File: config.mk
export PLATFORM = sky130hd
export DESIGN_NAME = dmp_back
export DESIGN_NICKNAME = d
export VERILOG_FILES = /design/src/hw/rtl/dmp_pkg.sv /design/src/hw/rtl/dmp_back.sv
export SDC_FILE = /design/constraint.sdc
export NUM_CORES = 2
export LEC_CHECK = 0
export BUFFER_PORTS_ARGS = -buffer_cell sky130_fd_sc_hd__buf_2
export CORE_AREA = 2 2 361 363
export DETAILED_ROUTE_END_ITERATION = 12
export DIE_AREA = 0 0 363 365
export GPL_ROUTABILITY_DRIVEN = 0
export MAX_ROUTING_LAYER = met4
export PLACE_DENSITY = 0.74
export REMOVE_ABC_BUFFERS = 1
export SETUP_SLACK_MARGIN = 0.3
export SYNTH_ARGS = -nofsm -noshare
export SYNTH_HDL_FRONTEND = slang
export SYNTH_SLANG_ARGS = --single-unit
File: constraint.sdc
create_clock -name clk_i -period 6.8 [get_ports clk_i]
set_input_delay 0.34 -clock clk_i [delete_from_list [all_inputs] [get_ports clk_i]]
set_output_delay 0.34 -clock clk_i [all_outputs]
set_load 0.03 [all_outputs]
File: src/hw/rtl/dmp_pkg.sv
// ----------------------------------------------------------------------------
// dmp_pkg: shared types and constants of the depth min-pool to point block
// Image size, derived widths, arithmetic constants, register indexes,
// the job word from front to back, queue status and the back state type.
// ----------------------------------------------------------------------------
`default_nettype none

package dmp_pkg;

  // image geometry
  localparam int IMAGE_WIDTH  = 100;
  localparam int IMAGE_HEIGHT = 100;

  localparam int COL_W    = $clog2(IMAGE_WIDTH);
  localparam int ROW_W    = $clog2(IMAGE_HEIGHT);
  localparam int SLOTS    = IMAGE_WIDTH / 2;
  localparam int SLOT_W   = (SLOTS > 1) ? $clog2(SLOTS) : 1;
  localparam int LAST_COL = (IMAGE_WIDTH / 2) * 2 - 1;
  localparam int LAST_ROW = (IMAGE_HEIGHT / 2) * 2 - 1;

  // projection widths: |pos*256 - center| and its products
  localparam int POS_W  = (COL_W > ROW_W) ? COL_W : ROW_W;
  localparam int MAG_W  = (POS_W + 8 > 15) ? POS_W + 8 : 15;
  localparam int PROJ_W = MAG_W + 16;
  localparam int PROD_W = 18 + PROJ_W;
  localparam int QUO_W  = PROD_W - 23;

  // depth code and distance constants: x = round(p*p*65536/26010)
  localparam logic [7:0]  CODE_NONE  = 8'd255;
  localparam logic [14:0] DIST_DIV   = 15'd26010;
  localparam logic [13:0] DIST_HALF  = 14'd13005;
  // floor(2^32 / 26010): estimate is at most two below the rounded quotient
  localparam logic [17:0] DIST_RECIP = 18'd165127;

  // job queue between front and back
  localparam int QUEUE_DEPTH = 4;
  localparam int QPTR_W      = $clog2(QUEUE_DEPTH);
  localparam int QCNT_W      = QPTR_W + 1;

  // configuration port
  localparam int CFG_IDX_W  = 3;
  localparam int CFG_DATA_W = 16;
  localparam logic [CFG_IDX_W-1:0] CFG_INV_FOCAL_X    = 3'd0;
  localparam logic [CFG_IDX_W-1:0] CFG_INV_FOCAL_Y    = 3'd1;
  localparam logic [CFG_IDX_W-1:0] CFG_CENTER_COL     = 3'd2;
  localparam logic [CFG_IDX_W-1:0] CFG_CENTER_ROW     = 3'd3;
  localparam logic [CFG_IDX_W-1:0] CFG_INTRINSICS_RDY = 3'd4;

  localparam logic [15:0] INV_FOCAL_RESET = 16'd873;
  localparam logic [14:0] CENTER_RESET    = 15'd12800;

  // one 2x2 block winner
  typedef struct packed {
    logic [7:0]       code;
    logic [COL_W-1:0] col;
    logic [ROW_W-1:0] row;
    logic             frame_end;
  } job_t;

  typedef struct packed {
    logic              empty;
    logic [QCNT_W-1:0] count;
  } queue_status_t;

  typedef enum logic [2:0] {
    BK_IDLE,
    BK_SQUARE,
    BK_RECIP,
    BK_REMAIN,
    BK_FIX,
    BK_PROD,
    BK_DONE
  } back_state_e;

endpackage

`default_nettype wire

File: src/hw/rtl/dmp_back.sv
// ----------------------------------------------------------------------------
// dmp_back: point arithmetic sequencer
// Turns a block winner into a point: squared code times a reciprocal with
// correction for distance, then offset times focal reciprocal times distance
// for the two lateral axes, rounded and saturated. Holds the result word.
// ----------------------------------------------------------------------------
`default_nettype none

module dmp_back (
  input  wire                          clk_i,
  input  wire                          rst_ni,
  input  dmp_pkg::job_t                q_job_i,
  input  dmp_pkg::queue_status_t       qstat_i,
  output logic                         q_pop_o,
  input  wire  [15:0]                  inv_focal_x_i,
  input  wire  [15:0]                  inv_focal_y_i,
  input  wire  [14:0]                  center_col_i,
  input  wire  [14:0]                  center_row_i,
  input  wire                          pop,
  output logic                         empty,
  output logic [17:0]                  forward_dist_o,
  output logic signed [23:0]           lateral_pos_o,
  output logic signed [23:0]           vertical_pos_o,
  output logic                         point_valid_o,
  output logic                         frame_end_o
);

  localparam int MW = dmp_pkg::MAG_W;
  localparam int PW = dmp_pkg::PROJ_W;
  localparam int DW = dmp_pkg::PROD_W;

  dmp_pkg::back_state_e state_q, state_d;
  dmp_pkg::job_t        job_q;

  logic [15:0]   sq_q;
  logic [17:0]   est_q, x_q;
  logic [16:0]   rem_q;
  logic          negc_q, negr_q;
  logic [MW-1:0] magc_q, magr_q;
  logic [PW-1:0] tc_q, tr_q;
  logic [DW-1:0] pc_q, pr_q;
  logic          out_valid_q, out_load;

  logic [MW:0]   diffc, diffr, ndiffc, ndiffr;
  logic [33:0]   est_full;
  logic [32:0]   rem_full;

  // result rounding and saturation, sign flipped as for y = -x*(pos-center)
  function automatic logic [23:0] sat_proj(input logic [DW-1:0] prod, input logic neg);
    logic [DW:0]                sum;
    logic [dmp_pkg::QUO_W-1:0]  quo;
    logic                       big;
    logic [23:0]                mag;
    sum = {1'b0, prod} + (DW + 1)'(24'h800000);
    quo = sum[DW:24];
    big = (quo >> 23) != '0;
    if (neg) begin
      mag = big ? 24'h7FFFFF : quo[23:0];
      sat_proj = mag;
    end else begin
      mag = big ? 24'h800000 : quo[23:0];
      sat_proj = -mag;
    end
  endfunction

  // offsets pos*256 - center
  assign diffc  = (MW + 1)'({job_q.col, 8'h00}) - (MW + 1)'(center_col_i);
  assign diffr  = (MW + 1)'({job_q.row, 8'h00}) - (MW + 1)'(center_row_i);
  assign ndiffc = -diffc;
  assign ndiffr = -diffr;

  assign est_full = 34'(sq_q) * 34'(dmp_pkg::DIST_RECIP);
  assign rem_full = 33'({sq_q, 16'h0000}) + 33'(dmp_pkg::DIST_HALF)
                  - 33'(est_q) * 33'(dmp_pkg::DIST_DIV);

  // next state
  always_comb begin
    state_d = state_q;
    case (state_q)
      dmp_pkg::BK_IDLE:   if (!qstat_i.empty) state_d = dmp_pkg::BK_SQUARE;
      dmp_pkg::BK_SQUARE: state_d = dmp_pkg::BK_RECIP;
      dmp_pkg::BK_RECIP:  state_d = dmp_pkg::BK_REMAIN;
      dmp_pkg::BK_REMAIN: state_d = dmp_pkg::BK_FIX;
      dmp_pkg::BK_FIX:    state_d = dmp_pkg::BK_PROD;
      dmp_pkg::BK_PROD:   state_d = dmp_pkg::BK_DONE;
      dmp_pkg::BK_DONE:   if (!out_valid_q || pop) state_d = dmp_pkg::BK_IDLE;
      default:            state_d = dmp_pkg::BK_IDLE;
    endcase
  end

  // sequencer outputs
  always_comb begin
    q_pop_o  = (state_q == dmp_pkg::BK_IDLE) && !qstat_i.empty;
    out_load = (state_q == dmp_pkg::BK_DONE) && (!out_valid_q || pop);
  end

  always_ff @(posedge clk_i or negedge rst_ni) begin
    if (!rst_ni) begin
      state_q     <= dmp_pkg::BK_IDLE;
      out_valid_q <= 1'b0;
    end else begin
      state_q <= state_d;
      if (out_load)                 out_valid_q <= 1'b1;
      else if (pop && out_valid_q)  out_valid_q <= 1'b0;
    end
  end

  // datapath, one step per state
  always_ff @(posedge clk_i) begin
    if (q_pop_o) job_q <= q_job_i;
    case (state_q)
      dmp_pkg::BK_SQUARE: begin
        sq_q   <= 16'(job_q.code) * 16'(job_q.code);
        negc_q <= diffc[MW];
        negr_q <= diffr[MW];
        magc_q <= diffc[MW] ? ndiffc[MW-1:0] : diffc[MW-1:0];
        magr_q <= diffr[MW] ? ndiffr[MW-1:0] : diffr[MW-1:0];
      end
      dmp_pkg::BK_RECIP: begin
        est_q <= est_full[33:16];
        tc_q  <= PW'(magc_q) * PW'(inv_focal_x_i);
        tr_q  <= PW'(magr_q) * PW'(inv_focal_y_i);
      end
      dmp_pkg::BK_REMAIN: rem_q <= rem_full[16:0];
      dmp_pkg::BK_FIX: begin
        if (rem_q >= 17'(2 * dmp_pkg::DIST_DIV))  x_q <= est_q + 18'd2;
        else if (rem_q >= 17'(dmp_pkg::DIST_DIV)) x_q <= est_q + 18'd1;
        else                          x_q <= est_q;
      end
      dmp_pkg::BK_PROD: begin
        pc_q <= DW'(x_q) * DW'(tc_q);
        pr_q <= DW'(x_q) * DW'(tr_q);
      end
      default: ;
    endcase
  end

  // result word
  always_ff @(posedge clk_i) begin
    if (out_load) begin
      frame_end_o <= job_q.frame_end;
      if (job_q.code == dmp_pkg::CODE_NONE) begin
        forward_dist_o <= '0;
        lateral_pos_o  <= '0;
        vertical_pos_o <= '0;
        point_valid_o  <= 1'b0;
      end else begin
        forward_dist_o <= x_q;
        lateral_pos_o  <= sat_proj(pc_q, negc_q);
        vertical_pos_o <= sat_proj(pr_q, negr_q);
        point_valid_o  <= 1'b1;
      end
    end
  end

  assign empty = !out_valid_q;

endmodule

`default_nettype wire

==> out/results.ini <==
[placement]
io_buffers=158
placed_cells_incl_taps=9246
place_hpwl_um=136000

[drt]
first_pass_iters=5
ant_nets=0
drt-total-wl_um=170000
vias_per_cell=5.43
drt_iter0_markers=3372
vias=51300
drc_errors=0
wl_per_cell_um=18.0

[worst_hold_path]
worstHoldPathType=input port to asynchronous set/reset pin

[critical_path]
critical_path_class=register to register
critPathLaunchType=register
critPathMaxFanout=11
reg2reg_depth=22
reg2reg_slack_ns=0.14
end_kind=register
cp.arrival_ns=6.99
cp.required_ns=7.13
timing.rr.end=pr_q[43]$_DFFE_PN_
r2r-start=tr_q[13]$_DFFE_PP_

[grt]
grt_max_degree=68
first_global_vias=55000
antenna_found_initial=6
grtUsageTotal=0.270
grt-ovfl-total=0
grt_pass1_wl_um=278000

[yosys]
avgSynthCellArea_um2=9.36
synth-edff-count=304
yosysUniqueCellTypes=90
synth.yosys.seq_area_share=0.131
yosysWarnings=0
synthCells=7505
synth_seq_cells=308
synthArstFlopShare=0.0130
synth_flop_cell=edfxtp_1
netlist_area_mm2=0.0703

[floorplanning]
num_io_pins=162
core_mm2=0.129
die_y_um=365
rows=132
die_area_mm2=0.132
initial_core_util=0.546
fp.dieW_um=363

[layout]
fin_cells=9460
syn_to_final_growth_pct=10.2
drive_above_1_share=0.0980
fin_nets=9897

[timing]
finalSetupViolations=0
final.min_clock_period_ns=6.66
fin_setup_tns_ns=0
slew_headroom=0.226
skew_ns=0.0448
slew_violations=0
fin_crit_sh=0.979
fmax_mhz=150
finalHoldViolCount=0
worstMarginPinSlew_ns=1.15
rsz0062_at_grt=true

[clock_network]
clock_sinks=308
cts-root-buf=clkbuf_16
cts_buffers=40
cts_tree=done
htreeDepth=2
clk_latency_ns=0.62
clock_path_buffers=3
path_clk_slew_ns=0.06

[status]
status=completed

[run]
drv_cap=0

[how the worst max path moves through the flow]
stage	startpoint	to	slack, ns	depth (start not counted)
2_1_floorplan	x_q[9]$_DFFE_PP_	pr_q[43]$_DFFE_PN_	-0.24	23
3_3_place_gp	tr_q[12]$_DFFE_PP_	pr_q[43]$_DFFE_PN_	-0.05	22
3_5_place_dp	tr_q[18]$_DFFE_PP_	pr_q[41]$_DFFE_PN_	-0.1	22
4_1_cts	x_q[6]$_DFFE_PP_	pr_q[43]$_DFFE_PN_	0.19	24
5_1_grt	x_q[3]$_DFFE_PP_	pr_q[44]$_DFFE_PN_	-0.09	25
6_report	tr_q[13]$_DFFE_PP_	pr_q[43]$_DFFE_PN_	0.14	22
[cell usage after synthesis (27+ instances only)]
| master | count | share of area |
|---|---|---|
| nand3_1 | 51 | 0.0036 |
| xor2_1 | 100 | 0.012 |
| and2_1 | 642 | 0.057 |
| and3_1 | 32 | 0.0028 |
| a21oi_1 | 169 | 0.012 |
| a21o_1 | 66 | 0.0071 |
| nor3_1 | 77 | 0.0055 |
| nor2_1 | 176 | 0.0094 |
| clkbuf_1 | 314 | 0.017 |
| edfxtp_1 | 304 | 0.13 |
| xnor2_1 | 196 | 0.024 |
| inv_1 | 1669 | 0.089 |
| ha_1 | 668 | 0.12 |
| nand2_1 | 1148 | 0.061 |
| o21a_1 | 27 | 0.0029 |
| a211oi_1 | 27 | 0.0029 |
| nand4_1 | 27 | 0.0024 |
| fa_1 | 1386 | 0.39 |
| o21ai_0 | 92 | 0.0066 |
| nand2b_1 | 33 | 0.0029 |
[per-layer routing]
metal / vias to the layer above / wire [um] / global-route usage
met5: - / 0 / -
met4: 0 / 5240 / 0.0758
met3: 365 / 14000 / 0.0531
met2: 1919 / 82000 / 0.441
met1: 25900 / 69300 / 0.344
li1: 23200 / - / -
[cell families (layout without fill, tap and decap cells)]
kind of cell,after synthesis,in the layout,share of synthesized area
XOR/XNOR,297,297,0.0371
multiplexers,16,16,0.00242
adder cells (fa/ha/maj),2054,2054,0.514
other,0,6,0
AND/OR/NAND/NOR,2292,2292,0.157
buffers and inverters,1998,2272,0.107
flip-flops,308,308,0.131
AO/OA/AOI/OAI,540,540,0.0506
[sequential cells by signal, indices dropped and copies added (netlist names), 15 cells and up]
register,flops
est_q,18
job_q,23
pc_q,26
vertical_pos_o,24
lateral_pos_o,24
pr_q,26
sq_q,15
magr_q,15
tr_q,31
x_q,18
forward_dist_o,18
rem_q,16
magc_q,15
tc_q,31
[area by class of cell]
class	instances	area, um2
antenna	6	15.0
clock buffer	44	1020
clock inverter	26	260
fill	10400	51200
inverter	1670	6270
multi-input combinational	5199	54300
sequential	308	9230
tap	1675	2100
timing repair buffer	532	4200
[placed cells by master, fill, tap and decap left out, drive strengths merged, types with 30 or more instances in the layout]
master  count
xnor2     196
nor3       82
and3       33
inv      1675
clkbuf     48
nand4      30
ha        668
buf       502
fa       1386
and2      643
a21oi     171
o21ai     100
xor2      101
nor2      176
nand2b     34
edfxtp    304
nand2    1148
nand3      53
a21o       67
[worst max-delay path, stage by stage, from the launching register on]
cell      delay (ns)
edfxtp_1        0.55
buf_4           0.28
nand2_1         0.09
fa_1            0.50
inv_1           0.07
fa_1            0.49
fa_1            0.59
fa_1            0.45
fa_1            0.54
inv_1           0.07
fa_1            0.47
inv_1           0.04
ha_1            0.30
nand3_1         0.11
a211o_1         0.30
a211o_1         0.32
a311oi_2        0.27
buf_4           0.21
o41ai_4         0.08
a31oi_2         0.21
o22a_1          0.19
a21oi_1         0.09
xnor2_1         0.13
[timing repair]
action                                  4_1_cts  5_1_grt
gates cloned                                  0        3
hold buffers                                 26        0
buffers inserted                             61       48
endpoints found under the hold margin        29        0
gates resized for setup                      40      155
pin swaps                                     9       43
endpoints found under the setup margin       34       44
[stage by stage]
stage | setup WS [ns] | utilization | cell area [um2] | hold WS (ns)
global route | -0.0909 | 0.602 | 77400 | 0.0663
global placement | -0.0487 | 0.575 | 74000 | 0.147
detailed placement | -0.0971 | 0.575 | 74000 | 0.150
finish | 0.140 | 0.602 | 77400 | 0.0465
floorplan | -0.242 | - | 69000 | 0.0444
CTS | 0.194 | 0.592 | 76200 | 0.0232
Power is left out: the tool's default activity adds up to more than one toggle a clock period on the data nets, which glitch-free logic cannot reach.
