$ cat src/hw/rtl/dmp_pkg.sv
// ----------------------------------------------------------------------------
// dmp_pkg: shared types and constants of the depth min-pool to point block
// Image size, derived widths, arithmetic constants, register indexes,
// the job word from front to back, queue status and the back state type.
// ----------------------------------------------------------------------------
`default_nettype none

package dmp_pkg;

  // image geometry
  localparam int IMAGE_WIDTH  = 100;
  localparam int IMAGE_HEIGHT = 100;

  localparam int COL_W    = $clog2(IMAGE_WIDTH);
  localparam int ROW_W    = $clog2(IMAGE_HEIGHT);
  localparam int SLOTS    = IMAGE_WIDTH / 2;
  localparam int SLOT_W   = (SLOTS > 1) ? $clog2(SLOTS) : 1;
  localparam int LAST_COL = (IMAGE_WIDTH / 2) * 2 - 1;
  localparam int LAST_ROW = (IMAGE_HEIGHT / 2) * 2 - 1;

  // projection widths: |pos*256 - center| and its products
  localparam int POS_W  = (COL_W > ROW_W) ? COL_W : ROW_W;
  localparam int MAG_W  = (POS_W + 8 > 15) ? POS_W + 8 : 15;
  localparam int PROJ_W = MAG_W + 16;
  localparam int PROD_W = 18 + PROJ_W;
  localparam int QUO_W  = PROD_W - 23;

  // depth code and distance constants: x = round(p*p*65536/26010)
  localparam logic [7:0]  CODE_NONE  = 8'd255;
  localparam logic [14:0] DIST_DIV   = 15'd26010;
  localparam logic [13:0] DIST_HALF  = 14'd13005;
  // floor(2^32 / 26010): estimate is at most two below the rounded quotient
  localparam logic [17:0] DIST_RECIP = 18'd165127;

  // job queue between front and back
  localparam int QUEUE_DEPTH = 4;
  localparam int QPTR_W      = $clog2(QUEUE_DEPTH);
  localparam int QCNT_W      = QPTR_W + 1;

  // configuration port
  localparam int CFG_IDX_W  = 3;
  localparam int CFG_DATA_W = 16;
  localparam logic [CFG_IDX_W-1:0] CFG_INV_FOCAL_X    = 3'd0;
  localparam logic [CFG_IDX_W-1:0] CFG_INV_FOCAL_Y    = 3'd1;
  localparam logic [CFG_IDX_W-1:0] CFG_CENTER_COL     = 3'd2;
  localparam logic [CFG_IDX_W-1:0] CFG_CENTER_ROW     = 3'd3;
  localparam logic [CFG_IDX_W-1:0] CFG_INTRINSICS_RDY = 3'd4;

  localparam logic [15:0] INV_FOCAL_RESET = 16'd873;
  localparam logic [14:0] CENTER_RESET    = 15'd12800;

  // one 2x2 block winner
  typedef struct packed {
    logic [7:0]       code;
    logic [COL_W-1:0] col;
    logic [ROW_W-1:0] row;
    logic             frame_end;
  } job_t;

  typedef struct packed {
    logic              empty;
    logic [QCNT_W-1:0] count;
  } queue_status_t;

  typedef enum logic [2:0] {
    BK_IDLE,
    BK_SQUARE,
    BK_RECIP,
    BK_REMAIN,
    BK_FIX,
    BK_PROD,
    BK_DONE
  } back_state_e;

endpackage

`default_nettype wire

$ cat src/hw/rtl/dmp_front.sv
// ----------------------------------------------------------------------------
// dmp_front: pixel intake and 2x2 minimum pooling
// Tracks column and row, keeps pair minima of even rows in a line store,
// and on odd rows, with intrinsics ready, pushes each block's winner as a job.
// ----------------------------------------------------------------------------
`default_nettype none

module dmp_front (
  input  wire                          clk_i,
  input  wire                          rst_ni,
  input  wire                          push,
  input  wire  [7:0]                   depth_code_i,
  input  wire                          frame_start_i,
  input  wire                          ready_i,
  input  dmp_pkg::queue_status_t       qstat_i,
  output logic                         full,
  output logic                         q_push_o,
  output dmp_pkg::job_t                q_job_o
);

  logic [dmp_pkg::COL_W-1:0]  col_q, col_cur;
  logic [dmp_pkg::ROW_W-1:0]  row_q, row_cur;
  logic [dmp_pkg::COL_W:0]    col_inc;
  logic [dmp_pkg::ROW_W:0]    row_inc;
  logic [7:0]                 left_q;
  logic [8:0]                 store_q [dmp_pkg::SLOTS];
  logic [8:0]                 top_q;
  logic [dmp_pkg::SLOT_W-1:0] slot;
  logic                       accept, bright, emit;
  logic [7:0]                 bmin;

  // stage 1 registers: bottom pair of the block
  logic                       s1_valid_q;
  logic [7:0]                 s1_min_q;
  logic                       s1_bright_q;
  logic [dmp_pkg::COL_W-1:0]  s1_col_q;
  logic [dmp_pkg::ROW_W-1:0]  s1_row_q;

  // room must exist for the word still in stage 1
  assign full = ({1'b0, qstat_i.count} + {{dmp_pkg::QCNT_W{1'b0}}, s1_valid_q})
                >= (dmp_pkg::QCNT_W + 1)'(dmp_pkg::QUEUE_DEPTH);
  assign accept = push && !full;

  // position of this pixel
  assign col_cur = frame_start_i ? '0 : col_q;
  assign row_cur = frame_start_i ? '0 : row_q;
  assign col_inc = {1'b0, col_cur} + 1'b1;
  assign row_inc = {1'b0, row_cur} + 1'b1;
  assign slot    = col_cur[dmp_pkg::SLOT_W:1];

  // pair minimum, left pixel wins ties
  assign bright = depth_code_i < left_q;
  assign bmin   = bright ? depth_code_i : left_q;
  assign emit   = accept && col_cur[0] && row_cur[0] && ready_i;

  // counters, left hold, stage 1 valid
  always_ff @(posedge clk_i or negedge rst_ni) begin
    if (!rst_ni) begin
      col_q      <= '0;
      row_q      <= '0;
      left_q     <= '0;
      s1_valid_q <= 1'b0;
    end else begin
      s1_valid_q <= emit;
      if (accept) begin
        if (!col_cur[0]) left_q <= depth_code_i;
        if (col_inc >= (dmp_pkg::COL_W + 1)'(dmp_pkg::IMAGE_WIDTH)) begin
          col_q <= '0;
          if (row_inc >= (dmp_pkg::ROW_W + 1)'(dmp_pkg::IMAGE_HEIGHT)) begin
            row_q <= '0;
          end else begin
            row_q <= row_inc[dmp_pkg::ROW_W-1:0];
          end
        end else begin
          col_q <= col_inc[dmp_pkg::COL_W-1:0];
          row_q <= row_cur;
        end
      end
    end
  end

  // line store: written on even rows, read on odd rows
  always_ff @(posedge clk_i) begin
    if (accept && col_cur[0] && !row_cur[0]) store_q[slot] <= {bright, bmin};
    if (emit) top_q <= store_q[slot];
  end

  // stage 1 payload
  always_ff @(posedge clk_i) begin
    if (emit) begin
      s1_min_q    <= bmin;
      s1_bright_q <= bright;
      s1_col_q    <= col_cur;
      s1_row_q    <= row_cur;
    end
  end

  // block winner: top pair wins ties, being earlier in raster order
  always_comb begin
    q_push_o = s1_valid_q;
    if (top_q[7:0] <= s1_min_q) begin
      q_job_o.code = top_q[7:0];
      q_job_o.col  = {s1_col_q[dmp_pkg::COL_W-1:1], top_q[8]};
      q_job_o.row  = {s1_row_q[dmp_pkg::ROW_W-1:1], 1'b0};
    end else begin
      q_job_o.code = s1_min_q;
      q_job_o.col  = {s1_col_q[dmp_pkg::COL_W-1:1], s1_bright_q};
      q_job_o.row  = s1_row_q;
    end
    q_job_o.frame_end = (s1_row_q == dmp_pkg::ROW_W'(dmp_pkg::LAST_ROW)) &&
                        (s1_col_q == dmp_pkg::COL_W'(dmp_pkg::LAST_COL));
  end

endmodule

`default_nettype wire

$ cat config.mk
export PLATFORM = sky130hd
export DESIGN_NAME = dmp_front
export DESIGN_NICKNAME = d
export VERILOG_FILES = /design/src/hw/rtl/dmp_pkg.sv /design/src/hw/rtl/dmp_front.sv
export SDC_FILE = /design/constraint.sdc
export NUM_CORES = 1
export LEC_CHECK = 0
export ABC_AREA = 1
export BUFFER_PORTS_ARGS = -buffer_cell sky130_fd_sc_hd__buf_2
export CORE_UTILIZATION = 50
export CTS_BUF_LIST = sky130_fd_sc_hd__clkbuf_8
export CTS_CLUSTER_DIAMETER = 150
export DETAILED_ROUTE_END_ITERATION = 10
export PLACE_DENSITY_LB_ADDON = 0.1
export SYNTH_ARGS = -nofsm -noshare
export SYNTH_HDL_FRONTEND = slang
export SYNTH_SLANG_ARGS = --single-unit
$ cat constraint.sdc
create_clock -name clk_i -period 5.75 [get_ports clk_i]
set_clock_uncertainty 0.15 [all_clocks]
set_input_delay 1.725 -clock clk_i [delete_from_list [all_inputs] [get_ports clk_i]]
set_output_delay 1.725 -clock clk_i [all_outputs]
set_load 0.02 [all_outputs]
==> impl_metrics.csv, run 1 <==
group,metric,value,unit
status,status,"completed",
sta,finalWorstSetupSlack,1150,ps
floorplan,die_x,209,um
placed_design,routabilityCongestion,0.855,
sta,setup_viol,0,
finish,diodes,0,
finish,regArea,15000,um2
synth,ys.flop_type,"edfxtp_1",
clocking,cts_hold_buf,0,
clocking,cts_buffer_depth,3,
sta,rsz0062_at_grt,"false",
drt,vias_per_cell,5.49,
finish,fin_area,24100,um2
synth,synthCells,1926,
power_and_ir_drop,power_density,343,nW/um2
synth,syn-num-nets,1961,
finish,num-fill-cells,3565,
floorplan,die-area,43700,um2
clocking,cts_setup_buffers,0,
power_and_ir_drop,report.power.total,8.25,mW
synth,synth.top_cells.by_count,"696 x nand2_1, 482 x edfxtp_1, 162 x nor2_1, 109 x nand3_1, 106 x o21ai_0",
synth,yosysTopAreaCell,"edfxtp_1",
clocking,ctsRootBufferMaster,"clkbuf_8",
drt,drt-total-wl,56100,um
synth,synthDominantCellAreaShare,0.676,
clocking,clk_latency,640,ps
clocking,cts-resized-gates,0,
synth,async_flop_share,0.0455,
setup_path,crit_path_max_fanout,11,
global_route,grtUsageTotal,0.260,
floorplan,die_h,209,um
hold_path,min_path_type,"flip-flop to flip-flop",
placed_design,dpl.hpwl,33500,um
drt,vias,14500,
global_route,grt_overflow,0,
sta,drv_slew,0,
synth,yosysUniqueCellTypes,38,
flow_run,timing.max_cap.violations,0,
drt,first_iter_violations,1345,
drt,post_drt_wl_per_cell,21.2,um
synth,synth.most_common_cell,"nand2_1",
drt,drt-pass1-iter-count,6,
power_and_ir_drop,irDropWorstVdd,0.164,mV
clocking,cts-buffers-inserted,83,
global_route,antenna_found_initial,1,
setup_path,endpoint_kind,"output pin",
hold_path,min_path_cells,2,
power_and_ir_drop,p_int,6.06,mW
power_and_ir_drop,p_leak,9.38,nW
finish,synthToLayoutAreaGrowth,12.5,%
setup_path,worstPathRequired,3880,ps
power_and_ir_drop,p_clk_frac,0.354,
global_route,grt_pass1_vias,13600,
synth,synth-seq-cells,505,
sta,hold_violations,0,
finish,drive_gt1_frac,0.129,
drt,drc,0,
setup_path,start_kind,"flip-flop",
synth,synthesis.area,21400,um2
floorplan,start_util,0.508,
sta,finalCritPeriodShare,0.801,
setup_path,cp.arrival,2730,ps
setup_path,r2r_cells,8,
clocking,cts_tree,"built",
synth,synth.area.top_cells,"edfxtp_1 68%, nand2_1 12%, nor2_1 2.8%, dfrtp_1 2.7%, nand3_1 2.5%",
finish,final_nets,2082,
sta,max_slew_margin,0.175,
power_and_ir_drop,p_seq_frac,0.525,
sta,max_freq,0.217,GHz
finish,multi_input_area,5680,um2
floorplan,core,42100,um2
synth,syn_avg_cell_area,11.1,um2
setup_path,criticalPathCategory,"flip-flop to output pin",
power_and_ir_drop,p_comb_frac,0.120,
sta,tightest_slew,1230,ps
power_and_ir_drop,p_switching,2.19,mW
floorplan,ios,42,
global_route,grt_pass1_wl,83500,um
placed_design,dp_worst_setup_slack,932,ps
clocking,htree_levels,3,
clocking,path_clk_slew,60,ps
synth,yosysSeqAreaShare,0.703,
synth,synth_warnings,0,
placed_design,port-buffer-count,40,
sta,period_minus_slack,4600,ps
placed_design,placed_area,22600,um2
power_and_ir_drop,power_switching_share,0.265,
floorplan,rows,75,
global_route,grt_max_degree,123,
clocking,cts.sinks,505,
synth,synth_edf_count,482,
drt,ant_nets,0,
-- layer usage --
layer	vias up	share of wire	track usage	routed length, um
met4	2	0.033	0.109	1870
met1	7014	0.42	0.349	23800
met2	558	0.47	0.413	26200
met5	-	0.00020	0	11
met3	100	0.076	0.0570	4270
li1	6844	-	-	-
-- cell usage in the layout (no fill, tap or decap), types with 10 or more instances in the layout --
cell	count
ha_1	18
dfrtp_1	23
o21ai_0	98
o21ai_1	11
a21oi_1	57
buf_4	88
nand3_1	109
nor2_1	161
o211ai_1	18
nand2_1	696
clkinv_1	17
clkbuf_8	86
edfxtp_1	482
buf_2	40
inv_1	94
nand4_1	25
inv_2	10
-- cell families (layout without fill, tap and decap cells) --
logic type	after synthesis	count (layout)	share of synthesized area
DFF	505	505	0.703
buffers and inverters	170	348	0.0376
xor gates and xnor gates	3	3	0.00158
AOI/OAI and AO/OA	206	206	0.0521
and+or+nand+nor	1024	1024	0.195
adders and majority gates	18	18	0.0105
-- registers in the layout, indices dropped and copies added (netlist names), 7 cells and up --
register and cells:
store_q 450, top_q 9, left_q 8, s1_min_q 8, col_q 7, row_q 7, s1_col_q 7, s1_row_q 7
-- critical path, cell delays in order, from the launching register on --
cell	delay (ps)
edfxtp_1	410
ha_1	320
nand2_1	80
o41ai_2	690
buf_4	280
nand2_1	60
o21ai_0	70
buf_2	190
-- power groups by stage --
stage / logic, mW / registers, mW / clock network [mW]
after global placement: 0.987 / 4.41 / 0
final: 0.995 / 4.33 / 2.93
after global routing: 1.09 / 4.33 / 3.13
after detailed placement: 1.00 / 4.41 / 0
after CTS: 1.01 / 4.33 / 2.99
after floorplan: 0.534 / 4.43 / 0
-- per-stage QoR --
stage	TNS [ps]	instances	hold slack (ps)	util
after floorplan	-110250	1926	299	-
after global placement	0	2501	319	0.536
after detailed placement	0	2501	317	0.536
after CTS	0	2643	333	0.572
after global routing	0	2643	370	0.572
final	0	2643	335	0.572
-- layout make-up --
type / instances / share of cell area
timing repair buffer: 129 / 0.0366
sequential: 505 / 0.625
multi-input combinational: 1251 / 0.236
clock inverter: 56 / 0.0136
tap: 539 / 0.0280
clock buffer: 86 / 0.0491
inverter: 77 / 0.0121
-- path summary, 6_finish.rpt --
check	endpoint	slack, ps	startpoint
worst min register to register	row_q[6]	340	row_q[6]
worst max-delay path	q_job_o[22]	1150	top_q[3]
worst min-delay path	row_q[6]	340	row_q[6]
worst max register to register	store_q[26][6]	2470	col_q[2]
min in group asynchronous	row_q[2]	920	rst_ni
max in group asynchronous	left_q[4]	4130	rst_ni
Note: power is estimated with default switching activity, not from simulation.
==> run 2, diff against run 1 <==
==> constraint.sdc (replaced) <==
create_clock -name clk_i -period 3.8 [get_ports clk_i]
set_clock_uncertainty 0.15 [all_clocks]
set_input_delay 1.14 -clock clk_i [delete_from_list [all_inputs] [get_ports clk_i]]
set_output_delay 1.14 -clock clk_i [all_outputs]
set_load 0.02 [all_outputs]
==> impl_metrics.csv, run 2 (synthesis results as in run 1) <==
group,metric,value,unit
status,status,"completed",
sta,drv_slew,0,
floorplan,die_h,209,um
finish,final_cell_mix,"687 x nand2_1, 482 x edfxtp_1, 160 x nor2_1",
finish,num-fill-cells,3401,
flow_run,timing.max_cap.violations,0,
setup_path,path_cells,"ha_4 > nand2_4 > o41ai_4 > buf_4 > nand2_1 > o21ai_2 > buf_6",
clocking,cts-buffers-inserted,84,
sta,tightest_slew,918,ps
floorplan,start_util,0.508,
setup_path,crit_path_max_fanout,5,
placed_design,placed_area,23300,um2
finish,regArea,15000,um2
floorplan,core,42100,um2
drt,ant_nets,0,
clocking,cts_tree,"built",
finish,top_regs,"store_q: 450 flops, top_q: 9 flops",
global_route,antenna_found_initial,0,
power_and_ir_drop,power_density,502,nW/um2
clocking,cts_buffer_depth,3,
drt,post_drt_wl_per_cell,21.4,um
floorplan,rows,75,
setup_path,start_kind,"flip-flop",
floorplan,ios,42,
clocking,cts_hold_buf,0,
sta,finalCritPeriodShare,0.990,
power_and_ir_drop,p_clk_frac,0.346,
clocking,cts.sinks,505,
clocking,htree_levels,3,
finish,layout_commonest_cell,"nand2_1",
setup_path,cpPeakStageDelay,470,ps
global_route,grt_pass1_vias,14200,
power_and_ir_drop,report.power.total,12.6,mW
sta,period_minus_slack,3760,ps
power_and_ir_drop,p_int,9.19,mW
clocking,clk_latency,650,ps
placed_design,routabilityCongestion,0.886,
power_and_ir_drop,irDropWorstVdd,0.317,mV
finish,largest_register_ffs,450,
drt,vias_per_cell,5.52,
sta,hold_violations,0,
global_route,grt_pass1_wl,86100,um
setup_path,cp.arrival,2470,ps
finish,fin_area,25000,um2
global_route,grt_max_degree,52,
finish,multi_input_area,5830,um2
floorplan,die_x,209,um
power_and_ir_drop,p_leak,9.77,nW
setup_path,criticalPathCategory,"flip-flop to output pin",
floorplan,die-area,43700,um2
sta,finalWorstSetupSlack,36.5,ps
setup_path,critPathSlowestCell,"edfxtp_1",
sta,max_slew_margin,0.385,
drt,drt-pass1-iter-count,5,
finish,final_nets,2146,
placed_design,dp_worst_setup_slack,108,ps
hold_path,min_path_type,"primary input to async pin",
power_and_ir_drop,p_switching,3.38,mW
sta,max_freq,0.266,GHz
finish,synthToLayoutAreaGrowth,16.9,%
finish,top_register,"store_q",
power_and_ir_drop,p_seq_frac,0.520,
finish,instances_no_fill,2705,
global_route,grt_overflow,0,
setup_path,endpoint_kind,"output pin",
drt,drc,0,
power_and_ir_drop,p_comb_frac,0.134,
drt,drt-total-wl,57800,um
sta,rsz0062_at_grt,"true",
drt,first_iter_violations,1315,
drt,vias,14900,
placed_design,port-buffer-count,40,
placed_design,dpl.hpwl,35400,um
placed_design,dp_cells,2557,
power_and_ir_drop,power_switching_share,0.269,
clocking,ctsRootBufferMaster,"clkbuf_8",
global_route,grtUsageTotal,0.269,
clocking,path_clk_slew,70,ps
sta,setup_viol,0,
finish,drive_gt1_frac,0.166,
finish,diodes,0,
setup_path,worstPathRequired,2510,ps
-- run 2: metal layers --
metal  routed length (um)  track usage  vias up
met5                    0            0        -
met4                 1560       0.0953        0
met3                 4640       0.0619      103
met2                27000        0.427      571
met1                24600        0.364     7289
li1                     -            -     6981
-- run 2: critical path, delay by kind of cell, from the launching register on --
family | cells | cell delay, ps
buf+inv | 2 | 370
flops | 1 | 470
compound gates | 2 | 550
fa+ha+maj | 1 | 320
simple gates | 2 | 120
-- run 2: power groups by stage --
stage | Sequential [mW] | Clock, mW | Combinational [mW]
after detailed placement | 6.65 | 0 | 1.69
after floorplan | 6.68 | 0 | 0.813
after CTS | 6.54 | 4.44 | 1.70
after global routing | 6.54 | 4.66 | 1.82
after global placement | 6.65 | 0 | 1.66
final | 6.54 | 4.35 | 1.68
-- run 2: repair_timing --
action / CTS / global route
gates resized for setup: 19 / 37
gates cloned: 0 / 1
buffers inserted: 2 / 4
pin swaps: 1 / 7
endpoints found under the setup margin: 10 / 10
-- run 2: area by class of cell --
cell class                      instances  area share
Clock buffer                           85      0.0467
Sequential cell                       505       0.601
Tap cell                              539      0.0269
Timing Repair Buffer                  192      0.0680
Multi-Input combinational cell       1251       0.233
Clock inverter                         56      0.0123
Inverter                               77      0.0116
-- run 2: worst paths after layout --
check                              start              to  slack [ps]  depth (start not counted)
worst max-delay path            top_q[2]     q_job_o[22]          40                          7
worst min-delay path              rst_ni        row_q[0]         340                          1
worst max register to register  col_q[2]  store_q[26][5]        1010                          7
worst min register to register  row_q[5]        row_q[5]         340                          2
max in group asynchronous         rst_ni       left_q[5]        2760                          1
min in group clk_i              row_q[5]        row_q[5]         340                          2
-- run 2: through the flow --
stage	utilization	hold WS (ps)	setup TNS [ps]
5_1_grt	0.594	348	-287
2_1_floorplan	-	299	-227840
3_5_place_dp	0.553	321	0
6_report	0.594	337	0
4_1_cts	0.589	327	0
3_3_place_gp	0.553	316	0
