## config.mk

```make
export PLATFORM = sky130hd
export DESIGN_NAME = dmp_fifo
export DESIGN_NICKNAME = d
export VERILOG_FILES = /design/src/hw/rtl/dmp_pkg.sv /design/src/hw/rtl/dmp_fifo.sv
export SDC_FILE = /design/constraint.sdc
export NUM_CORES = 1
export LEC_CHECK = 0
export ABC_AREA = 1
export BUFFER_PORTS_ARGS = -buffer_cell sky130_fd_sc_hd__buf_2
export CAP_MARGIN = 10
export CORE_UTILIZATION = 45
export CTS_CLUSTER_DIAMETER = 50
export CTS_CLUSTER_SIZE = 30
export DETAILED_ROUTE_END_ITERATION = 7
export GPL_TIMING_DRIVEN = 0
export PLACE_DENSITY = 0.64
export REMOVE_ABC_BUFFERS = 1
export SLEW_MARGIN = 10
export SYNTH_ARGS = -nofsm -noshare
export SYNTH_HDL_FRONTEND = slang
export SYNTH_SLANG_ARGS = --single-unit
export TNS_END_PERCENT = 1
```

## constraint.sdc

```tcl
create_clock -name clk_i -period 3.35 [get_ports clk_i]
set_clock_uncertainty 0.1 [all_clocks]
set_input_delay 0.67 -clock clk_i [delete_from_list [all_inputs] [get_ports clk_i]]
set_output_delay 0.67 -clock clk_i [all_outputs]
set_load 0.005 [all_outputs]
```

## src/hw/rtl/dmp_pkg.sv

```systemverilog
// ----------------------------------------------------------------------------
// dmp_pkg: shared types and constants of the depth min-pool to point block
// Image size, derived widths, arithmetic constants, register indexes,
// the job word from front to back, queue status and the back state type.
// ----------------------------------------------------------------------------
`default_nettype none

package dmp_pkg;

  // image geometry
  localparam int IMAGE_WIDTH  = 100;
  localparam int IMAGE_HEIGHT = 100;

  localparam int COL_W    = $clog2(IMAGE_WIDTH);
  localparam int ROW_W    = $clog2(IMAGE_HEIGHT);
  localparam int SLOTS    = IMAGE_WIDTH / 2;
  localparam int SLOT_W   = (SLOTS > 1) ? $clog2(SLOTS) : 1;
  localparam int LAST_COL = (IMAGE_WIDTH / 2) * 2 - 1;
  localparam int LAST_ROW = (IMAGE_HEIGHT / 2) * 2 - 1;

  // projection widths: |pos*256 - center| and its products
  localparam int POS_W  = (COL_W > ROW_W) ? COL_W : ROW_W;
  localparam int MAG_W  = (POS_W + 8 > 15) ? POS_W + 8 : 15;
  localparam int PROJ_W = MAG_W + 16;
  localparam int PROD_W = 18 + PROJ_W;
  localparam int QUO_W  = PROD_W - 23;

  // depth code and distance constants: x = round(p*p*65536/26010)
  localparam logic [7:0]  CODE_NONE  = 8'd255;
  localparam logic [14:0] DIST_DIV   = 15'd26010;
  localparam logic [13:0] DIST_HALF  = 14'd13005;
  // floor(2^32 / 26010): estimate is at most two below the rounded quotient
  localparam logic [17:0] DIST_RECIP = 18'd165127;

  // job queue between front and back
  localparam int QUEUE_DEPTH = 4;
  localparam int QPTR_W      = $clog2(QUEUE_DEPTH);
  localparam int QCNT_W      = QPTR_W + 1;

  // configuration port
  localparam int CFG_IDX_W  = 3;
  localparam int CFG_DATA_W = 16;
  localparam logic [CFG_IDX_W-1:0] CFG_INV_FOCAL_X    = 3'd0;
  localparam logic [CFG_IDX_W-1:0] CFG_INV_FOCAL_Y    = 3'd1;
  localparam logic [CFG_IDX_W-1:0] CFG_CENTER_COL     = 3'd2;
  localparam logic [CFG_IDX_W-1:0] CFG_CENTER_ROW     = 3'd3;
  localparam logic [CFG_IDX_W-1:0] CFG_INTRINSICS_RDY = 3'd4;

  localparam logic [15:0] INV_FOCAL_RESET = 16'd873;
  localparam logic [14:0] CENTER_RESET    = 15'd12800;

  // one 2x2 block winner
  typedef struct packed {
    logic [7:0]       code;
    logic [COL_W-1:0] col;
    logic [ROW_W-1:0] row;
    logic             frame_end;
  } job_t;

  typedef struct packed {
    logic              empty;
    logic [QCNT_W-1:0] count;
  } queue_status_t;

  typedef enum logic [2:0] {
    BK_IDLE,
    BK_SQUARE,
    BK_RECIP,
    BK_REMAIN,
    BK_FIX,
    BK_PROD,
    BK_DONE
  } back_state_e;

endpackage

`default_nettype wire

```

## src/hw/rtl/dmp_fifo.sv

```systemverilog
// ----------------------------------------------------------------------------
// dmp_fifo: job queue between front and back
// Small register queue of block winners; the back pops at its own pace.
// ----------------------------------------------------------------------------
`default_nettype none

module dmp_fifo (
  input  wire                    clk_i,
  input  wire                    rst_ni,
  input  wire                    push_i,
  input  dmp_pkg::job_t          job_i,
  input  wire                    pop_i,
  output dmp_pkg::job_t          job_o,
  output dmp_pkg::queue_status_t status_o
);

  dmp_pkg::job_t                   mem_q [dmp_pkg::QUEUE_DEPTH];
  logic [dmp_pkg::QPTR_W-1:0]      wr_ptr_q, rd_ptr_q;
  logic [dmp_pkg::QCNT_W-1:0]      count_q;
  logic                            do_pop;

  assign do_pop = pop_i && (count_q != '0);

  // pointers and fill count
  always_ff @(posedge clk_i or negedge rst_ni) begin
    if (!rst_ni) begin
      wr_ptr_q <= '0;
      rd_ptr_q <= '0;
      count_q  <= '0;
    end else begin
      if (push_i) wr_ptr_q <= wr_ptr_q + 1'b1;
      if (do_pop) rd_ptr_q <= rd_ptr_q + 1'b1;
      case ({push_i, do_pop})
        2'b10:   count_q <= count_q + 1'b1;
        2'b01:   count_q <= count_q - 1'b1;
        default: count_q <= count_q;
      endcase
    end
  end

  // storage
  always_ff @(posedge clk_i) begin
    if (push_i) mem_q[wr_ptr_q] <= job_i;
  end

  assign job_o          = mem_q[rd_ptr_q];
  assign status_o.empty = (count_q == '0);
  assign status_o.count = count_q;

endmodule

`default_nettype wire

```

==> results.py, run 1 <==
metrics = {
    "global_routing": {
        "grt-ovfl-total": 0,
        "wire_length_of_the_first_global_routing_pass_um": 10700,
        "first_global_vias": 2225,
        "gr-usage-all-layers_pct": 14.9,
        "grt_max_degree": 95,
        "antenna_found_initial": 0,
    },
    "clocking": {
        "cts_made_buffers": 9,
        "htreeDepth": 3,
        "tritoncts": "done",
        "tritoncts_num_sinks": 99,
        "cts.repair_timing.setup_buffer_count": 0,
        "clock_latency_ns": 0.35,
        "max-clock-path-buffers": 2,
        "clock-root-buffer": "sky130_fd_sc_hd__clkbuf_8",
        "cts-hold-fix-buffers": 0,
        "clk_pin_slew_ns": 0.10,
    },
    "drt": {
        "finalWirelength_um": 6750,
        "detail_route.drc_violations": 0,
        "num_vias": 2372,
        "routedWlPerCell_um": 13.9,
        "viasPerCell": 4.87,
        "final_antenna_net_count": 0,
        "detailedRoute.firstIterationViolations": 93,
        "firstDrtPassIters": 4,
    },
    "sta": {
        "max-slew-margin-rel_pct": 28.8,
        "rsz_0062_raised_after_global_routing": "false",
        "total_negative_setup_slacks_ns": 0,
        "setup_viol": 0,
        "achievable-frequency_mhz": 332,
        "slew_violations": 0,
        "min_period_ns": 3.01,
        "period_share_pct": 89.9,
        "tightestPinTransition_ns": 1.07,
        "final.setup.worst_slack_ns": 0.337,
        "finalHoldViolations": 0,
    },
    "layout": {
        "layout_cells_sized_above_1_pct": 18.5,
        "areaGrowthSynthToFinish_pct": 11.7,
        "nNetsFinal": 407,
        "antenna_cells": 0,
        "finalInstanceArea_um2": 4590,
    },
    "critical_path": {
        "cell_with_the_biggest_individual_delay_on_the_critical_path": "sky130_fd_sc_hd__inv_1",
        "crit_arrival_ns": 2.24,
        "regToRegEndpoint": "mem_q[0][13]",
        "worstRegToRegCells": 4,
        "timing.rr.start": "wr_ptr_q[0]",
        "end_kind": "output pin",
        "crit_required_ns": 2.58,
        "cp_cell_sequence": "inv_1 > o211ai_1 > nand2_1 > buf_2",
        "critPathKind": "reg2out",
        "crit_start": "rd_ptr_q[1]",
        "critical_path.startpoint_type": "register",
        "setup.reg_to_reg.worst_slack_ns": 1.38,
        "path_max_fanout": 26,
        "crit_path_end": "job_o[6]",
        "crit_path_max_incr_delay_ns": 0.79,
    },
    "logic_synthesis": {
        "syn_avg_cell_area_um2": 12.6,
        "synth.lib_cells_used.distinct": 17,
        "synth_sequential_area_ratio_pct": 71.5,
        "synth_area_um2": 4110,
        "synthCells": 326,
        "synth.ff_latch_count": 99,
        "synth_edf_count": 92,
        "postSynth.topFlopCell": "sky130_fd_sc_hd__edfxtp_1",
        "ys_warn_count": 0,
        "synth-async-reset-ratio_pct": 7.07,
    },
    "power_and_ir_drop": {
        "p_int_w": 0.00240,
        "comb_power_share_pct": 31.6,
        "netSwitchingFraction_pct": 34.5,
        "switchingPower_w": 0.00126,
        "totalPowerFinal_w": 0.00367,
        "share_seq_of_total_power_pct": 47.9,
        "clock_power_share_pct": 20.5,
        "power_per_cell_area_nw_per_um2": 800,
        "max-vdd-ir-drop_mv": 0.493,
        "leakagePower_nw": 1.94,
    },
    "die": {
        "die_h_um": 97.5,
        "die_x_um": 97.5,
        "design.portCount": 54,
        "initial_utilization_pct": 46.9,
        "design.core.area_um2": 8760,
        "rows": 34,
        "die_area_um2": 9510,
    },
    "placed_design": {
        "dp_hpwl_um": 3810,
        "place.gp.congestion": 0.728,
        "io_buffer_count": 53,
        "placement.setup.worst_slack_ns": 0.228,
        "placement.cell_area_um2": 4390,
    },
    "run_status": {
        "run_status": "finished clean",
    },
    "job": {
        "cap_viol_max_count": 0,
    },
    "hold_path": {
        "timing.hold.worst.class": "in2async",
    },
}
[repair_timing]
item / in CTS / in global routing
resized for setup: 1 / 0
setup endpoints to repair: 23 / 0
endpoints found under the hold margin: 0 / 0
[placed cells by master, fill, tap and decap left out, types with 2 or more instances in the layout]
cell                       netlist  routed
sky130_fd_sc_hd__dfrtp_1         7       6
sky130_fd_sc_hd__o21ai_0         2       2
sky130_fd_sc_hd__nand3_1         4       4
sky130_fd_sc_hd__inv_1          62      62
sky130_fd_sc_hd__nand2_1        87      87
sky130_fd_sc_hd__clkinv_4        0       2
sky130_fd_sc_hd__ha_1            5       5
sky130_fd_sc_hd__edfxtp_1       92      92
sky130_fd_sc_hd__clkbuf_8        0       9
sky130_fd_sc_hd__buf_2           3      53
sky130_fd_sc_hd__o211ai_1       46      46
sky130_fd_sc_hd__inv_6           0       2
[critical path, delay by kind of cell (launching register included)]
family	cells	cell delay, ns
AO/OA/AOI/OAI	1	0.19
flip-flops	1	0.63
AND/OR/NAND/NOR	1	0.14
buffers and inverters	2	0.92
[logic make-up after synthesis]
| family | share of synthesized area (%) |
|---|---|
| adders and majority gates | 2.01 |
| DFF | 71.5 |
| xor gates and xnor gates | 0.427 |
| and+or+nand+nor | 8.59 |
| AOI/OAI and AO/OA | 8.65 |
| buffers and inverters | 8.77 |
[cell type report]
class | instances | area [um2]
clock buffers | 9 | 124
clock inverters | 7 | 76.3
fillers | 745 | 4180
inverters | 63 | 239
multi-input cells | 148 | 808
flip-flops and latches | 99 | 2940
well taps | 108 | 135
repair buffers | 53 | 265
[sequential cells by signal (all words and copies together) (netlist names)]
name / cells
wr_ptr_q: 2
mem_q: 92
rd_ptr_q: 2
count_q: 3
[per-stage QoR]
step	instances	util, %	hold slack, ns
after floorplan	310	-	0.274
after global placement	471	50.0	0.381
after global routing	487	52.3	0.0231
final	487	52.3	0.0382
after CTS	487	52.3	0.0294
after detailed placement	471	50.0	0.384
[synth_stat cells (2+ instances only)]
cell type,count,area share (%)
sky130_fd_sc_hd__ha_1,5,1.5
sky130_fd_sc_hd__buf_2,3,0.37
sky130_fd_sc_hd__nand3_1,4,0.49
sky130_fd_sc_hd__o21ai_0,2,0.24
sky130_fd_sc_hd__o211ai_1,46,8.4
sky130_fd_sc_hd__buf_6,7,1.9
sky130_fd_sc_hd__clkbuf_1,4,0.37
sky130_fd_sc_hd__dfrtp_1,7,4.3
sky130_fd_sc_hd__buf_4,2,0.37
sky130_fd_sc_hd__edfxtp_1,92,67
sky130_fd_sc_hd__nand2_1,87,8.0
sky130_fd_sc_hd__inv_1,62,5.7
[power by group through the flow]
stage               Combinational [W]  Sequential, W  Clock, W
finish                        0.00116        0.00176  0.000753
global route                  0.00133        0.00178  0.000820
detailed placement            0.00118        0.00179         0
floorplan                    0.000728        0.00174         0
global placement              0.00116        0.00178         0
CTS                           0.00118        0.00176  0.000771
[how the worst min path moves through the flow]
stage,start,end,slack (ns),cells after the start
floorplan,rst_ni,count_q[0],0.27,0
global placement,count_q[0],count_q[0],0.38,1
detailed placement,count_q[0],count_q[0],0.38,1
CTS,rst_ni,count_q[0],0.03,1
global route,rst_ni,count_q[0],0.02,1
finish,rst_ni,count_q[2],0.04,1
[per-layer routing]
layer | wire (um) | global-route usage [%] | part of all wire, %
met1 | 3100 | 18.9 | 46
met2 | 3230 | 24.3 | 48
met3 | 377 | 5.90 | 5.6
met4 | 50 | 3.39 | 0.74
met5 | 0 | 0 | 0
(Power assumes the default switching activity.)
==> run 2: changes to the inputs <==
ABC_AREA = not set   (was 1)
==> run 2 against run 1 <==
Largest cell class unchanged. Non-clock buffer count increased by 1. Combinational power decreased by 19%. Flip-flop and latch count unchanged. Sequential share of layout area increased by 3.8 points. Cell area decreased by 5.6%.
==> results.py, run 2 <==
metrics = {
    "power_and_ir_drop": {
        "power_per_cell_area_nw_per_um2": 819,
        "comb_power_share_pct": 26.6,
        "share_seq_of_total_power_pct": 50.4,
        "switchingPower_w": 0.000977,
        "p_int_w": 0.00257,
        "netSwitchingFraction_pct": 27.6,
        "clock_power_share_pct": 23.1,
        "max-vdd-ir-drop_mv": 0.445,
        "leakagePower_nw": 1.54,
    },
    "logic_synthesis": {
        "synthMostInstantiatedCell": "sky130_fd_sc_hd__edfxtp_1",
        "synth_sequential_area_ratio_pct": 78.1,
        "syn_avg_cell_area_um2": 24.0,
        "synth_top_area_cell": "sky130_fd_sc_hd__edfxtp_1",
        "fraction_of_post_synthesis_cell_area_in_the_top_cell_type_by_area_pct": 73.4,
        "synth_area_um2": 3760,
        "postSynth.topFlopCell": "sky130_fd_sc_hd__edfxtp_1",
        "synth.area.top_cells": "sky130_fd_sc_hd__edfxtp_1 73%, sky130_fd_sc_hd__mux4_2 11%, sky130_fd_sc_hd__dfrtp_1 4.7%, sky130_fd_sc_hd__mux4_1 3.5%, sky130_fd_sc_hd__ha_1 1.7%",
        "synth-async-reset-ratio_pct": 7.07,
        "synth.ff_latch_count": 99,
        "synth.top_cells.by_count": "92 x sky130_fd_sc_hd__edfxtp_1, 18 x sky130_fd_sc_hd__mux4_2, 7 x sky130_fd_sc_hd__dfrtp_1, 6 x sky130_fd_sc_hd__inv_1",
        "synth.lib_cells_used.distinct": 19,
        "ys_warn_count": 0,
        "synthCells": 157,
        "synth_edf_count": 92,
    },
    "sta": {
        "period_share_pct": 83.3,
        "final.setup.worst_slack_ns": 0.558,
        "achievable-frequency_mhz": 358,
        "rsz_0062_raised_after_global_routing": "false",
        "setup_viol": 0,
        "max-slew-margin-rel_pct": 17.6,
        "min_period_ns": 2.79,
        "tightestPinTransition_ns": 1.24,
        "slew_violations": 0,
        "finalHoldWorstSlack_ns": 0.0338,
        "total_negative_setup_slacks_ns": 0,
        "finalHoldViolations": 0,
    },
    "global_routing": {
        "first_global_vias": 1731,
        "global_routing_usage_on_met3_pct": 3.66,
        "wire_length_of_the_first_global_routing_pass_um": 9020,
        "grt_most_used_layer": "met2",
        "gr-usage-all-layers_pct": 14.7,
        "grt_max_degree": 25,
        "antenna_found_initial": 0,
        "grt-ovfl-total": 0,
        "global_route.usage.met2_pct": 25.1,
        "gr-usage-met1_pct": 17.5,
    },
    "clocking": {
        "post_cts.resized_instances": 0,
        "clock_latency_ns": 0.35,
        "tritoncts_num_sinks": 99,
        "max-clock-path-buffers": 2,
        "cts-hold-fix-buffers": 0,
        "cts.repair_timing.setup_buffer_count": 0,
        "clock-root-buffer": "sky130_fd_sc_hd__clkbuf_8",
        "cts_made_buffers": 9,
        "htreeDepth": 3,
        "clk_pin_slew_ns": 0.09,
        "tritoncts": "done",
    },
    "placed_design": {
        "place.gp.congestion": 0.638,
        "placement.setup.worst_slack_ns": 0.877,
        "dp_hpwl_um": 3570,
        "placement.cell_area_um2": 4110,
        "io_buffer_count": 53,
        "place_inst": 307,
    },
    "die": {
        "die_x_um": 93.5,
        "design.core.area_um2": 7890,
        "die_area_um2": 8730,
        "rows": 32,
        "initial_utilization_pct": 47.7,
        "die_h_um": 93.5,
        "design.portCount": 54,
    },
    "layout": {
        "layout_cells_sized_above_1_pct": 40.3,
        "largest_register_ffs": 92,
        "areaGrowthSynthToFinish_pct": 15.1,
        "antenna_cells": 0,
        "max_flop_register": "mem_q",
        "nNetsFinal": 249,
        "final_cells": 323,
        "layout_commonest_cell": "sky130_fd_sc_hd__edfxtp_1",
        "finalInstanceArea_um2": 4330,
        "reg_top3": "mem_q: 92 flops, count_q: 3 flops",
        "layout.cells.most_common_list": "92 x sky130_fd_sc_hd__edfxtp_1, 53 x sky130_fd_sc_hd__buf_2, 18 x sky130_fd_sc_hd__mux4_2, 9 x sky130_fd_sc_hd__clkbuf_8",
    },
    "critical_path": {
        "timing.rr.start": "wr_ptr_q[0]",
        "crit_path_max_incr_delay_ns": 1.06,
        "path_max_fanout": 24,
        "end_kind": "output pin",
        "cp_cell_sequence": "mux4_2 > buf_2",
        "crit_required_ns": 2.58,
        "crit_start": "rd_ptr_q[1]",
        "crit_arrival_ns": 2.02,
        "critPathKind": "reg2out",
        "worstRegToRegCells": 3,
        "regToRegEndpoint": "mem_q[2][1]",
        "critical_path.startpoint_type": "register",
        "setup.reg_to_reg.worst_slack_ns": 1.23,
        "cell_with_the_biggest_individual_delay_on_the_critical_path": "sky130_fd_sc_hd__dfrtp_1",
    },
    "drt": {
        "finalWirelength_um": 5890,
        "viasPerCell": 5.19,
        "final_antenna_net_count": 0,
        "detailedRoute.firstIterationViolations": 71,
        "num_vias": 1676,
        "routedWlPerCell_um": 18.2,
        "detail_route.drc_violations": 0,
        "firstDrtPassIters": 4,
    },
    "hold_path": {
        "timing.hold.worst.class": "in2async",
    },
    "run_status": {
        "run_status": "finished clean",
    },
    "job": {
        "cap_viol_max_count": 0,
    },
}
## run 2: cell count changes after synthesis, moves of 3 or more
| cell | delta |
|---|---|
| sky130_fd_sc_hd__xor2_1 | +3 |
| sky130_fd_sc_hd__mux4_2 | +18 |
| sky130_fd_sc_hd__nand2_1 | -85 |
| sky130_fd_sc_hd__o211ai_1 | -46 |
| sky130_fd_sc_hd__and2_1 | +4 |
| sky130_fd_sc_hd__nand3_1 | -4 |
| sky130_fd_sc_hd__clkbuf_1 | -4 |
| sky130_fd_sc_hd__buf_6 | -6 |
| sky130_fd_sc_hd__mux4_1 | +5 |
| sky130_fd_sc_hd__inv_1 | -56 |
## run 2: layout make-up
cell class | count | area [um2]
fillers | 609 | 3560
flip-flops and latches | 99 | 2940
multi-input cells | 46 | 739
repair buffers | 54 | 285
clock buffers | 10 | 128
well taps | 102 | 128
clock inverters | 6 | 88.8
inverters | 6 | 22.5
## run 2: worst max-delay path by stage
stage                          end  slack [ns]  cells past startpoint
after floorplan           job_o[0]        0.84                      1
final                     job_o[8]        0.56                      2
after global routing      job_o[8]        0.43                      2
after CTS                 job_o[8]        0.48                      2
after global placement    job_o[3]        0.29                      2
after detailed placement  job_o[8]        0.88                      2
## run 2: power groups by stage
| stage | Sequential (W) | Clock (W) | Combinational (W) |
|---|---|---|---|
| after floorplan | 0.00181 | 0 | 0.000543 |
| after global placement | 0.00188 | 0 | 0.000868 |
| after detailed placement | 0.00183 | 0 | 0.000963 |
| after CTS | 0.00180 | 0.000826 | 0.000969 |
| after global routing | 0.00182 | 0.000876 | 0.00103 |
| final | 0.00179 | 0.000818 | 0.000942 |
## run 2: worst max-delay path: cells and delay by family (launching register included)
| family | cells | cell delay (ns) |
|---|---|---|
| DFF | 1 | 1.06 |
| buffers and inverters | 1 | 0.15 |
| muxes | 1 | 0.46 |
## run 2: layer usage
layer / vias up / routed length [um]
met5: - / 0
li1: 757 / -
met3: 13 / 309
met4: 0 / 83
met2: 43 / 3100
met1: 863 / 2400
## run 2: cells by family (layout without fill, tap and decap cells)
group,count (synthesis),after routing,synth area share (%)
DFF,99,99,78.1
muxes,24,24,14.5
buffers and inverters,12,76,2.36
and+or+nand+nor,8,8,1.10
adders and majority gates,6,6,2.19
xor gates and xnor gates,6,6,1.40
AOI/OAI and AO/OA,2,2,0.366
## run 2: through the flow
step / util (%) / total power (W)
final: 54.9 / 0.00355
after global routing: 54.9 / 0.00373
after CTS: 54.9 / 0.00360
after detailed placement: 52.1 / 0.00279
after global placement: 51.9 / 0.00275
after floorplan: - / 0.00235
==> run 3: changes to the inputs <==
PLACE_DENSITY = 0.67   (was 0.64)
clock period = 2.3 ns   (was 3.35 ns; I/O delays follow)
==> run 3 against run 2 <==
Sequential power up 46%. First-iteration DRC count down 1.4%. Critical path depth up 1. Clock power up 18%. Non-clock buffer count up 5. Largest cell class unchanged. Cell area up 0.49%. Power up 43%. Sequential share of layout area down 0.19 points. Critical endpoint is now job_o[22]. Core utilization up 0.27 points. Count of clock-buffer cells in the layout unchanged. Flip-flop and latch count unchanged. Critical path type unchanged. Die area unchanged.
==> results.py, run 3 (synthesis results as in run 2) <==
metrics = {
    "sta": {
        "finalHoldViolations": 0,
        "tightestPinTransition_ns": 0.665,
        "rsz_0062_raised_after_global_routing": "true",
        "period_share_pct": 98.6,
        "slew_violations": 0,
        "finalHoldWorstSlack_ns": 0.214,
        "achievable-frequency_mhz": 441,
        "min_period_ns": 2.27,
        "max-slew-margin-rel_pct": 55.7,
        "setup_viol": 0,
    },
    "drt": {
        "num_vias": 1731,
        "viasPerCell": 5.28,
        "final_antenna_net_count": 0,
        "detail_route.drc_violations": 0,
        "detailedRoute.firstIterationViolations": 70,
        "finalWirelength_um": 6040,
        "firstDrtPassIters": 4,
        "routedWlPerCell_um": 18.4,
    },
    "power_and_ir_drop": {
        "comb_power_share_pct": 29.6,
        "netSwitchingFraction_pct": 28.7,
        "switchingPower_w": 0.00146,
        "leakagePower_nw": 1.55,
        "max-vdd-ir-drop_mv": 0.483,
        "p_int_w": 0.00363,
        "share_seq_of_total_power_pct": 51.5,
        "power_per_cell_area_nw_per_um2": 1170,
        "clock_power_share_pct": 19.0,
    },
    "die": {
        "rows": 32,
        "design.portCount": 54,
        "die_area_um2": 8730,
        "die_h_um": 93.5,
        "design.core.area_um2": 7890,
        "die_x_um": 93.5,
        "initial_utilization_pct": 47.7,
    },
    "clocking": {
        "tritoncts": "done",
        "tritoncts_num_sinks": 99,
        "max-clock-path-buffers": 2,
        "cts_made_buffers": 9,
        "clk_pin_slew_ns": 0.09,
        "clock_latency_ns": 0.35,
        "htreeDepth": 3,
        "clock-root-buffer": "sky130_fd_sc_hd__clkbuf_8",
    },
    "critical_path": {
        "crit_path_max_incr_delay_ns": 0.54,
        "path_max_fanout": 5,
        "critical_path.startpoint_type": "register",
        "crit_path_end": "job_o[22]",
        "crit_required_ns": 1.74,
        "timing.rr.start": "count_q[0]",
        "worstRegToRegCells": 7,
        "setup.reg_to_reg.worst_slack_ns": 0.39,
        "crit_start": "rd_ptr_q[0]",
        "critPathKind": "reg2out",
        "cp_cell_sequence": "buf_6 > mux4_1 > buf_2",
        "crit_arrival_ns": 1.71,
        "regToRegEndpoint": "count_q[2]",
        "end_kind": "output pin",
        "cell_with_the_biggest_individual_delay_on_the_critical_path": "sky130_fd_sc_hd__mux4_1",
    },
    "layout": {
        "largest_register_ffs": 92,
        "nNetsFinal": 254,
        "antenna_cells": 0,
        "layout_cells_sized_above_1_pct": 44.2,
        "areaGrowthSynthToFinish_pct": 15.6,
        "final_cells": 328,
        "layout_commonest_cell": "sky130_fd_sc_hd__edfxtp_1",
        "layout.cells.most_common_list": "92 x sky130_fd_sc_hd__edfxtp_1, 53 x sky130_fd_sc_hd__buf_2, 21 x sky130_fd_sc_hd__mux4_2, 9 x sky130_fd_sc_hd__clkbuf_8, 6 x sky130_fd_sc_hd__inv_1",
        "max_flop_register": "mem_q",
        "n_fill_cell": 625,
        "reg_top3": "mem_q: 92 flops, count_q: 3 flops",
    },
    "global_routing": {
        "gr-usage-all-layers_pct": 15.2,
        "grt_max_degree": 25,
        "wire_length_of_the_first_global_routing_pass_um": 9250,
        "first_global_vias": 1748,
        "antenna_found_initial": 0,
        "grt-ovfl-total": 0,
    },
    "placed_design": {
        "place_inst": 307,
        "dp_hpwl_um": 3550,
        "place.gp.congestion": 0.660,
        "io_buffer_count": 53,
    },
    "job": {
        "cap_viol_max_count": 0,
    },
    "hold_path": {
        "min_from": "job_i[5]",
        "worstHoldPathCells": 1,
        "timing.hold.worst.class": "in2reg",
    },
    "run_status": {
        "run_status": "finished clean",
    },
}
[run 3: cell type report]
class / count / area [um2] / share of cell area [%]
multi-input cells: 46 / 731 / 16.8
repair buffers: 59 / 358 / 8.22
clock inverters: 6 / 40.0 / 0.920
flip-flops and latches: 99 / 2950 / 67.7
clock buffers: 10 / 128 / 2.93
well taps: 102 / 128 / 2.93
inverters: 6 / 22.5 / 0.518
[run 3: what timing repair did]
item	4_1_cts	5_1_grt
cloned	0	1
setup buffers	3	0
hold buffers	1	0
endpoints found under the hold margin	7	0
endpoints found under the setup margin	23	4
resized for setup	3	5
[run 3: worst max-delay path: cells and delay by family, from the launching register on]
family / cells / cell delay (ns)
muxes: 1 / 0.54
DFF: 1 / 0.51
buffers and inverters: 2 / 0.30
[run 3: worst min-delay path by stage]
| stage | endpoint | slack (ns) |
|---|---|---|
| floorplan | count_q[0] | 0.06 |
| global placement | count_q[1] | 0.20 |
| detailed placement | count_q[1] | 0.20 |
| CTS | mem_q[0][2] | 0.20 |
| global route | mem_q[3][21] | 0.20 |
| finish | mem_q[2][5] | 0.21 |
[run 3: metrics by stage]
stage / area [um2] / worst slack (ns) / setup TNS [ns] / util [%] / total power, W
after floorplan: 3700 / -0.00478 / -0.0239 / - / 0.00343
after global placement: 4090 / -0.550 / -11.45 / 51.9 / 0.00400
after detailed placement: 4120 / 0.0308 / 0 / 52.2 / 0.00410
after CTS: 4330 / -0.00338 / -0.00338 / 54.8 / 0.00510
after global routing: 4350 / -0.0296 / -0.0520 / 55.2 / 0.00538
final: 4350 / 0.0325 / 0 / 55.2 / 0.00509
[run 3: power by group through the flow]
stage               logic [W]  clock network [W]  registers, W
finish                0.00151           0.000965       0.00262
global route          0.00165            0.00106       0.00266
CTS                   0.00149           0.000993       0.00262
detailed placement    0.00140                  0       0.00270
global placement      0.00126                  0       0.00274
floorplan            0.000791                  0       0.00264
[run 3: routing by layer]
metal	GRT usage, %	vias up	share of wire (%)
met5	0	-	0
met1	19.3	917	44
met4	8.08	0	2.2
met3	3.09	10	3.9
li1	-	765	-
met2	24.9	39	50
